**src/rtl/rcg_pkg.sv**
```systemverilog
// types and constants for the rc gesture mode controller
// no dependencies; used by rc_gesture_mode_controller
`timescale 1ns / 1ps

package rcg_pkg;

  localparam int CFG_W    = 48;
  localparam int IDX_W    = 3;
  localparam int FIELD_W  = 16;
  localparam int TIME_W   = 32;
  localparam int QUOT_W   = 32;
  localparam int CNT_W    = $clog2(QUOT_W);

  typedef enum logic [2:0] {
    ST_IDLE,
    ST_SEL,
    ST_MUL,
    ST_PREP,
    ST_DIV,
    ST_DONE,
    ST_OUT
  } state_t;

  typedef enum logic [IDX_W-1:0] {
    REG_RUDDER_POINTS = 3'd0,
    REG_RUDDER_SERVO  = 3'd1,
    REG_SAIL_PULSE    = 3'd2,
    REG_SAIL_SERVO    = 3'd3,
    REG_THRESHOLDS    = 3'd4,
    REG_HOLD_MS       = 3'd5,
    REG_IMMUNITY_MS   = 3'd6
  } cfg_reg_t;

  localparam logic OP_TICK     = 1'b0;
  localparam logic OP_SET_MODE = 1'b1;
  localparam logic MODE_MANUAL = 1'b0;
  localparam logic MODE_AUTO   = 1'b1;

  localparam logic PHASE_RUDDER = 1'b0;
  localparam logic PHASE_SAIL   = 1'b1;

  localparam logic [47:0] RST_RUDDER_POINTS = 48'd8053161985125;
  localparam logic [31:0] RST_RUDDER_SERVO  = 32'd39321750;
  localparam logic [31:0] RST_SAIL_PULSE    = 32'd131073000;
  localparam logic [31:0] RST_SAIL_SERVO    = 32'd39321750;
  localparam logic [47:0] RST_THRESHOLDS    = 48'd8160509953100;
  localparam logic [15:0] RST_HOLD_MS       = 16'd2000;
  localparam logic [15:0] RST_IMMUNITY_MS   = 16'd3000;

  localparam logic [16:0] RST_RUDDER_SUM =
    {1'b0, RST_RUDDER_SERVO[15:0]} + {1'b0, RST_RUDDER_SERVO[31:16]};
  localparam logic [16:0] RST_SAIL_SUM =
    {1'b0, RST_SAIL_SERVO[15:0]} + {1'b0, RST_SAIL_SERVO[31:16]};
  localparam logic [15:0] RST_RUDDER_CMD = RST_RUDDER_SUM[16:1];
  localparam logic [15:0] RST_SAIL_CMD   = RST_SAIL_SUM[16:1];

endpackage

```
**src/rtl/rc_gesture_mode_controller.sv**
```systemverilog
// rc gesture mode controller: servo maps, gesture detection and mode control
// depends on rcg_pkg
// result offered in the cycle after the request when no map runs; each non-zero pulse adds one map
// a new request is taken only once the last result has left the output; out_stall holds the result there
// each map: 17x17 multiply then 32 shared divider steps, the divider skipped when its input span is zero
// rst is synchronous: config registers return to defaults, commands to servo midpoints
`timescale 1ns / 1ps

module rc_gesture_mode_controller (
  input  logic                             clk,
  input  logic                             rst,
  input  logic                             cfg_we,
  input  logic [rcg_pkg::IDX_W-1:0]        cfg_index,
  input  logic [rcg_pkg::CFG_W-1:0]        cfg_data,
  input  logic                             in_valid,
  output logic                             in_stall,
  input  logic                             op,
  input  logic [rcg_pkg::FIELD_W-1:0]      sail_pulse_us,
  input  logic [rcg_pkg::FIELD_W-1:0]      rudder_pulse_us,
  input  logic [rcg_pkg::TIME_W-1:0]       now_ms,
  input  logic                             new_mode,
  output logic                             out_valid,
  input  logic                             out_stall,
  output logic [rcg_pkg::FIELD_W-1:0]      rudder_command,
  output logic [rcg_pkg::FIELD_W-1:0]      sail_command,
  output logic                             mode,
  output logic                             record_fired,
  output logic                             start_fired,
  output logic                             kill_fired
);

  // config registers
  logic [47:0] rudder_pulse_points;
  logic [31:0] rudder_servo_limits;
  logic [31:0] sail_pulse_limits;
  logic [31:0] sail_servo_limits;
  logic [47:0] gesture_thresholds;
  logic [15:0] hold_time_ms;
  logic [15:0] immunity_ms;

  // control state
  rcg_pkg::state_t state, state_next;
  logic        mode_bit;
  logic [31:0] auto_start_time;
  logic        record_armed;
  logic [31:0] record_start_time;
  logic        start_armed;
  logic [31:0] start_gesture_time;
  logic [15:0] rudder_cmd_reg;
  logic [15:0] sail_cmd_reg;
  logic [2:0]  event_flags;

  // request latch and map datapath
  logic        phase;
  logic [15:0] sail_l;
  logic [15:0] rud_l;
  logic [15:0] x_op, a_op, b_op, c_op, d_op, lo_op, hi_op;
  logic signed [33:0] prod;
  logic signed [16:0] den;
  logic        zero_span;
  logic [31:0] num;
  logic [15:0] den_mag;
  logic [15:0] rem;
  logic        neg;
  logic [rcg_pkg::CNT_W-1:0] cnt;

  logic accept;
  assign accept = in_valid && !in_stall;

  // gesture decode on the incoming request
  logic sail_down, rud_left, rud_right, immune, hold_rec, hold_start;
  logic rec_fire, start_fire;
  always_comb begin
    sail_down  = (sail_pulse_us == '0) || (sail_pulse_us < gesture_thresholds[15:0]);
    rud_left   = (rudder_pulse_us != '0) && (rudder_pulse_us < gesture_thresholds[31:16]);
    rud_right  = (rudder_pulse_us != '0) && (rudder_pulse_us > gesture_thresholds[47:32]);
    immune     = (now_ms - auto_start_time) < {16'd0, immunity_ms};
    hold_rec   = (now_ms - record_start_time) >= {16'd0, hold_time_ms};
    hold_start = (now_ms - start_gesture_time) >= {16'd0, hold_time_ms};
    rec_fire   = sail_down && rud_right && record_armed && hold_rec;
    start_fire = sail_down && rud_left && start_armed && hold_start;
  end

  // operand selection for the map in progress
  logic [16:0] rud_mid_sum;
  logic [15:0] rud_mid;
  logic [15:0] sel_x;
  always_comb begin
    rud_mid_sum = {1'b0, rudder_servo_limits[15:0]} + {1'b0, rudder_servo_limits[31:16]};
    rud_mid     = rud_mid_sum[16:1];
    sel_x       = (phase == rcg_pkg::PHASE_RUDDER) ? rud_l : sail_l;
  end

  // shared arithmetic
  logic signed [16:0] dx, dd;
  logic signed [33:0] prod_mul;
  logic signed [33:0] prod_abs;
  logic signed [16:0] den_abs;
  logic [16:0] rem_sh, rem_diff;
  logic        rem_ge;
  logic signed [34:0] q_s, v_s, lo_s, hi_s;
  logic [15:0] clamped;
  always_comb begin
    dx       = $signed({1'b0, x_op}) - $signed({1'b0, a_op});
    dd       = $signed({1'b0, d_op}) - $signed({1'b0, c_op});
    prod_mul = dx * dd;
    prod_abs = prod[33] ? -prod : prod;
    den_abs  = den[16] ? -den : den;
    rem_sh   = {rem, num[31]};
    rem_diff = rem_sh - {1'b0, den_mag};
    rem_ge   = rem_sh >= {1'b0, den_mag};
    q_s      = neg ? -$signed({3'b000, num}) : $signed({3'b000, num});
    v_s      = q_s + $signed({19'd0, c_op});
    lo_s     = $signed({19'd0, lo_op});
    hi_s     = $signed({19'd0, hi_op});
    priority if (v_s < lo_s) begin
      clamped = lo_op;
    end else if (v_s > hi_s) begin
      clamped = hi_op;
    end else begin
      clamped = v_s[15:0];
    end
  end

  // next state
  always_comb begin
    state_next = state;
    unique case (state)
      rcg_pkg::ST_IDLE: begin
        if (accept) begin
          if (op == rcg_pkg::OP_SET_MODE) begin
            state_next = rcg_pkg::ST_OUT;
          end else if ((rudder_pulse_us != '0) || (sail_pulse_us != '0)) begin
            state_next = rcg_pkg::ST_SEL;
          end else begin
            state_next = rcg_pkg::ST_OUT;
          end
        end
      end
      rcg_pkg::ST_SEL:  state_next = rcg_pkg::ST_MUL;
      rcg_pkg::ST_MUL:  state_next = rcg_pkg::ST_PREP;
      rcg_pkg::ST_PREP: state_next = zero_span ? rcg_pkg::ST_DONE : rcg_pkg::ST_DIV;
      rcg_pkg::ST_DIV: begin
        if (cnt == rcg_pkg::CNT_W'(rcg_pkg::QUOT_W - 1)) begin
          state_next = rcg_pkg::ST_DONE;
        end
      end
      rcg_pkg::ST_DONE: begin
        if ((phase == rcg_pkg::PHASE_RUDDER) && (sail_l != '0)) begin
          state_next = rcg_pkg::ST_SEL;
        end else begin
          state_next = rcg_pkg::ST_OUT;
        end
      end
      rcg_pkg::ST_OUT: begin
        if (!out_stall) begin
          state_next = rcg_pkg::ST_IDLE;
        end
      end
      default: state_next = rcg_pkg::ST_IDLE;
    endcase
  end

  // handshake and result outputs
  always_comb begin
    in_stall       = (state != rcg_pkg::ST_IDLE);
    out_valid      = (state == rcg_pkg::ST_OUT);
    rudder_command = rudder_cmd_reg;
    sail_command   = sail_cmd_reg;
    mode           = mode_bit;
    record_fired   = event_flags[0];
    start_fired    = event_flags[1];
    kill_fired     = event_flags[2];
  end

  always_ff @(posedge clk) begin
    if (rst) begin
      state <= rcg_pkg::ST_IDLE;
    end else begin
      state <= state_next;
    end
  end

  // config writes
  always_ff @(posedge clk) begin
    if (rst) begin
      rudder_pulse_points <= rcg_pkg::RST_RUDDER_POINTS;
      rudder_servo_limits <= rcg_pkg::RST_RUDDER_SERVO;
      sail_pulse_limits   <= rcg_pkg::RST_SAIL_PULSE;
      sail_servo_limits   <= rcg_pkg::RST_SAIL_SERVO;
      gesture_thresholds  <= rcg_pkg::RST_THRESHOLDS;
      hold_time_ms        <= rcg_pkg::RST_HOLD_MS;
      immunity_ms         <= rcg_pkg::RST_IMMUNITY_MS;
    end else if (cfg_we) begin
      unique case (cfg_index)
        rcg_pkg::REG_RUDDER_POINTS: rudder_pulse_points <= cfg_data;
        rcg_pkg::REG_RUDDER_SERVO:  rudder_servo_limits <= cfg_data[31:0];
        rcg_pkg::REG_SAIL_PULSE:    sail_pulse_limits   <= cfg_data[31:0];
        rcg_pkg::REG_SAIL_SERVO:    sail_servo_limits   <= cfg_data[31:0];
        rcg_pkg::REG_THRESHOLDS:    gesture_thresholds  <= cfg_data;
        rcg_pkg::REG_HOLD_MS:       hold_time_ms        <= cfg_data[15:0];
        rcg_pkg::REG_IMMUNITY_MS:   immunity_ms         <= cfg_data[15:0];
        default: ;
      endcase
    end
  end

  // mode, gestures and events, all settled when the request is taken
  always_ff @(posedge clk) begin
    if (rst) begin
      mode_bit           <= rcg_pkg::MODE_MANUAL;
      auto_start_time    <= '0;
      record_armed       <= 1'b0;
      record_start_time  <= '0;
      start_armed        <= 1'b0;
      start_gesture_time <= '0;
      event_flags        <= '0;
    end else if (accept) begin
      if (op == rcg_pkg::OP_SET_MODE) begin
        mode_bit <= new_mode;
        if (new_mode == rcg_pkg::MODE_AUTO) begin
          auto_start_time <= now_ms;
        end
      end else if (mode_bit == rcg_pkg::MODE_AUTO) begin
        if (!immune && !sail_down) begin
          event_flags  <= 3'b100;
          mode_bit     <= rcg_pkg::MODE_MANUAL;
          record_armed <= 1'b0;
          start_armed  <= 1'b0;
        end else begin
          event_flags <= '0;
        end
      end else begin
        event_flags <= {1'b0, start_fire, rec_fire};
        if (sail_down && rud_right) begin
          if (!record_armed) begin
            record_armed      <= 1'b1;
            record_start_time <= now_ms;
          end else if (hold_rec) begin
            record_armed <= 1'b0;
          end
        end else begin
          record_armed <= 1'b0;
        end
        if (sail_down && rud_left) begin
          if (!start_armed) begin
            start_armed        <= 1'b1;
            start_gesture_time <= now_ms;
          end else if (hold_start) begin
            start_armed <= 1'b0;
          end
        end else begin
          start_armed <= 1'b0;
        end
      end
    end
  end

  // servo commands
  always_ff @(posedge clk) begin
    if (rst) begin
      rudder_cmd_reg <= rcg_pkg::RST_RUDDER_CMD;
      sail_cmd_reg   <= rcg_pkg::RST_SAIL_CMD;
    end else if (state == rcg_pkg::ST_DONE) begin
      if (phase == rcg_pkg::PHASE_RUDDER) begin
        rudder_cmd_reg <= clamped;
      end else begin
        sail_cmd_reg <= clamped;
      end
    end
  end

  // map datapath, shared by rudder and sail
  always_ff @(posedge clk) begin
    unique case (state)
      rcg_pkg::ST_IDLE: begin
        if (accept) begin
          sail_l <= sail_pulse_us;
          rud_l  <= rudder_pulse_us;
          phase  <= (rudder_pulse_us != '0) ? rcg_pkg::PHASE_RUDDER : rcg_pkg::PHASE_SAIL;
        end
      end
      rcg_pkg::ST_SEL: begin
        x_op <= sel_x;
        if (phase == rcg_pkg::PHASE_RUDDER) begin
          lo_op <= rudder_servo_limits[15:0];
          hi_op <= rudder_servo_limits[31:16];
          if (rud_l <= rudder_pulse_points[31:16]) begin
            a_op <= rudder_pulse_points[15:0];
            b_op <= rudder_pulse_points[31:16];
            c_op <= rudder_servo_limits[31:16];
            d_op <= rud_mid;
          end else begin
            a_op <= rudder_pulse_points[31:16];
            b_op <= rudder_pulse_points[47:32];
            c_op <= rud_mid;
            d_op <= rudder_servo_limits[15:0];
          end
        end else begin
          lo_op <= sail_servo_limits[15:0];
          hi_op <= sail_servo_limits[31:16];
          a_op  <= sail_pulse_limits[15:0];
          b_op  <= sail_pulse_limits[31:16];
          c_op  <= sail_servo_limits[15:0];
          d_op  <= sail_servo_limits[31:16];
        end
      end
      rcg_pkg::ST_MUL: begin
        prod      <= prod_mul;
        den       <= $signed({1'b0, b_op}) - $signed({1'b0, a_op});
        zero_span <= (a_op == b_op);
      end
      rcg_pkg::ST_PREP: begin
        rem <= '0;
        cnt <= '0;
        if (zero_span) begin
          num <= '0;
          neg <= 1'b0;
        end else begin
          num     <= prod_abs[31:0];
          den_mag <= den_abs[15:0];
          neg     <= prod[33] ^ den[16];
        end
      end
      rcg_pkg::ST_DIV: begin
        cnt <= cnt + 1'b1;
        if (rem_ge) begin
          rem <= rem_diff[15:0];
          num <= {num[30:0], 1'b1};
        end else begin
          rem <= rem_sh[15:0];
          num <= {num[30:0], 1'b0};
        end
      end
      rcg_pkg::ST_DONE: begin
        if (phase == rcg_pkg::PHASE_RUDDER) begin
          phase <= rcg_pkg::PHASE_SAIL;
        end
      end
      rcg_pkg::ST_OUT: ;
      default: ;
    endcase
  end

endmodule

```
**config.mk**
```make
export PLATFORM = sky130hd
export DESIGN_NAME = rc_gesture_mode_controller
export DESIGN_NICKNAME = d
export VERILOG_FILES = /design/src/rtl/rcg_pkg.sv /design/src/rtl/rc_gesture_mode_controller.sv
export SDC_FILE = /design/constraint.sdc
export NUM_CORES = 2
export LEC_CHECK = 0
export BUFFER_PORTS_ARGS = -buffer_cell sky130_fd_sc_hd__buf_4
export CORE_ASPECT_RATIO = 0.8
export CORE_MARGIN = 2
export CORE_UTILIZATION = 30
export CTS_CLUSTER_SIZE = 28
export DETAILED_ROUTE_END_ITERATION = 10
export GPL_ROUTABILITY_DRIVEN = 0
export PLACE_DENSITY = 0.56
export SLEW_MARGIN = 20
export SYNTH_ARGS = -nofsm -noshare
export SYNTH_HDL_FRONTEND = slang
export SYNTH_SLANG_ARGS = --single-unit
```
**constraint.sdc**
```tcl
create_clock -name clk -period 12.7 [get_ports clk]
set_clock_uncertainty 0.1 [all_clocks]
set_input_delay 2.54 -clock clk [delete_from_list [all_inputs] [get_ports clk]]
set_output_delay 2.54 -clock clk [all_outputs]
set_load 0.05 [all_outputs]
```
==> flow_metrics.tcl <==
set metrics [dict create \
    whs_ns 0.353 \
    fin_crit_sh_pct 80.2 \
    layout-drive-gt1-share_pct 7.56 \
    required_ns 13.01 \
    clk_latency_ns 0.69 \
    start_util_pct 30.3 \
    avgSynthCellArea_um2 8.66 \
    port_buffers 159 \
    fin_setup_tns_ns 0 \
    postCtsSetupRepairBufs 0 \
    arrival_ns 10.50 \
    rr_worst_depth 37 \
    post-route-util_pct 34.2 \
    synth-compound-area-share_pct 14.9 \
    final-setup-viol-count 0 \
    initialDrtViolationCount 3258 \
    grt_pass1_wl_um 234000 \
    drc_errors 0 \
    vias_per_cell 5.04 \
    netlist_instances 5662 \
    routed_wirelength_um 151000 \
    rsz0062_at_grt "no" \
    synth_mux_area_share_pct 2.94 \
    antenna_left 0 \
    cts_resized 0 \
    antenna_found_initial 2 \
    final_hold_viol_count 0 \
    fill_cells 16700 \
    synth_warnings 0 \
    ys_ff_latch 627 \
    vias 40200 \
    clock-sinks 627 \
    area_delta_synth_final_pct 12.9 \
    place_ws_ns 2.60 \
    synth_xor_area_share_pct 4.38 \
    crit_slowest_cell "xor2_1" \
    drtPass1Iterations 6 \
    tightest_slew_ns 1.09 \
    max_stage_delay_ns 0.68 \
    hp-start "auto_start_time[11]" \
    slew_violations 0 \
    cap_viol_max_count 0 \
    synth_top_family_by_area "adder cells" \
    seq_area_um2 15200 \
    dp_hpwl_um 118000 \
    synth_fa_ha_area_share_pct 23.2 \
    fin_crit_ns 10.19 \
    htreeDepth 3 \
    cts_tree "done" \
    final_common_cell "nand2_1" \
    ff2ff_setup_slack_ns 2.51 \
    die_h_um 366 \
    cts_buffer_depth 3 \
    synthSimpleGateAreaFrac_pct 16.5 \
    synthDistinctLibCells 96 \
    gr-total-overflow 0 \
    rr_endpoint "prod[33]" \
    multiInputGateArea_um2 30500 \
    cp-end-kind "flip-flop" \
    io_pins 160 \
    synth_edf_count 266 \
    path_class "flip-flop to flip-flop" \
    grt_usage_pct 17.9 \
    worst_hold_path.num_cells 2 \
    status "completed" \
    synth_area_um2 49000 \
    setup_ws_ns 2.51 \
    cts_inserted_buffers 76 \
    cts_root_buf "clkbuf_16" \
    nets 6605 \
    fp.dieW_um 456 \
    coreArea_um2 162000 \
    grt_max_degree 102 \
    cp_max_fo 10 \
    diodes 0 \
    final_cell_mix "nand2_1, inv_1, nor2_1" \
    rows 132 \
    r2r_start "a_op[1]" \
    critPathMostFrequentCell "fa_1" \
    synth_ff_type "dfxtp_1" \
    cts_hold_buffers 0 \
    start_kind "flip-flop" \
    min_to "auto_start_time[11]" \
    grt_pass1_vias 38800 \
    async_flop_share_pct 0 \
    dieArea_um2 167000 \
    syn-num-nets 6508 \
    max-slew-margin-rel_pct 25.1 \
    synth-seq-area-share_pct 31.0 \
    clk_pin_slew_ns 0.06 \
    holdCritPathClass "flip-flop to flip-flop" \
    wl_per_cell_um 19.0 \
    fmax_mhz 98.2 \
]
==> layer usage <==
layer  part of all wire, %  track usage [%]
met4                   2.4             4.53
met3                   5.6             2.45
met1                    47             24.9
met5                 0.012                0
met2                    45             29.2
==> synthesized netlist by cell type, types with 10 or more instances <==
cell      instances  area share, %
nand2_1         869            6.7
inv_1           717            5.5
nor2_1          461            3.5
ha_1            419             11
a21oi_1         391            4.0
dfxtp_1         361             15
fa_1            305             12
o21ai_0         294            3.0
edfxtp_1        266             16
clkbuf_1        188            1.4
xnor2_1         154            2.8
mux2i_1         119            2.4
xor2_1           91            1.6
nand3_1          86           0.88
a21o_1           82            1.3
nor3_1           67           0.68
nand2b_1         63           0.80
o211ai_1         63           0.96
nor2b_1          57           0.73
o21a_1           43           0.66
nand4_1          42           0.54
nor4_1           33           0.42
o31ai_1          33           0.51
a31oi_1          30           0.38
a211oi_1         29           0.44
and2_1           27           0.34
or3_1            27           0.34
a21boi_0         25           0.38
and3_1           23           0.29
mux2_2           20           0.46
a32o_1           19           0.39
o41ai_1          18           0.32
or2_2            14           0.18
o21bai_1         13           0.20
o22ai_1          11           0.14
or4_1            11           0.17
o221ai_1         10           0.18
==> worst max path at each step <==
stage / startpoint / to / depth (start not counted)
after floorplan: x_op[0] / prod[33] / 38
after global placement: x_op[0] / prod[33] / 37
after detailed placement: x_op[0] / prod[33] / 37
after CTS: x_op[0] / prod[33] / 37
after global routing: a_op[1] / prod[33] / 37
final: a_op[1] / prod[33] / 37
==> layout make-up <==
cell class | instances | share of cell area, %
Clock inverter | 49 | 1.10
Timing Repair Buffer | 226 | 3.08
Tap cell | 2144 | 4.85
Sequential cell | 627 | 27.5
Multi-Input combinational cell | 4109 | 55.1
Clock buffer | 91 | 3.57
Inverter | 719 | 4.87
==> logic make-up after synthesis <==
logic type                 after synthesis
muxes                                  140
buffers and inverters                  926
and+or+nand+nor                       1826
adders and majority gates              724
AOI/OAI and AO/OA                     1174
xor gates and xnor gates               245
DFF                                    627
==> metrics by stage <==
| step | area (µm²) | instances |
|---|---|---|
| 2_1_floorplan | 49000 | 5662 |
| 3_3_place_gp | 52700 | 7825 |
| 3_5_place_dp | 52700 | 7825 |
| 4_1_cts | 55300 | 7965 |
| 5_1_grt | 55400 | 7965 |
| 6_report | 55400 | 7965 |
==> flip-flops by register name, summed over array words and instances, names as in the netlist, 17 cells and up <==
name                 count
gesture_thresholds      48
num                     32
start_gesture_time      32
record_start_time       32
sail_pulse_limits       32
auto_start_time         32
prod                    33
sail_servo_limits       32
rudder_pulse_points     48
rudder_servo_limits     32
den                     17
==> critical path: cells and delay by family (launching register included) <==
| kind | cells | cell delay (ns) |
|---|---|---|
| adder cells (fa/ha/maj) | 8 | 3.62 |
| AND/OR/NAND/NOR | 4 | 0.40 |
| AO/OA/AOI/OAI | 18 | 4.25 |
| XOR/XNOR | 2 | 0.75 |
| buffers and inverters | 5 | 0.32 |
| flip-flops | 1 | 0.47 |
Power is left out: the tool's default activity adds up to more than one toggle a clock period on the data nets, which glitch-free logic cannot reach.
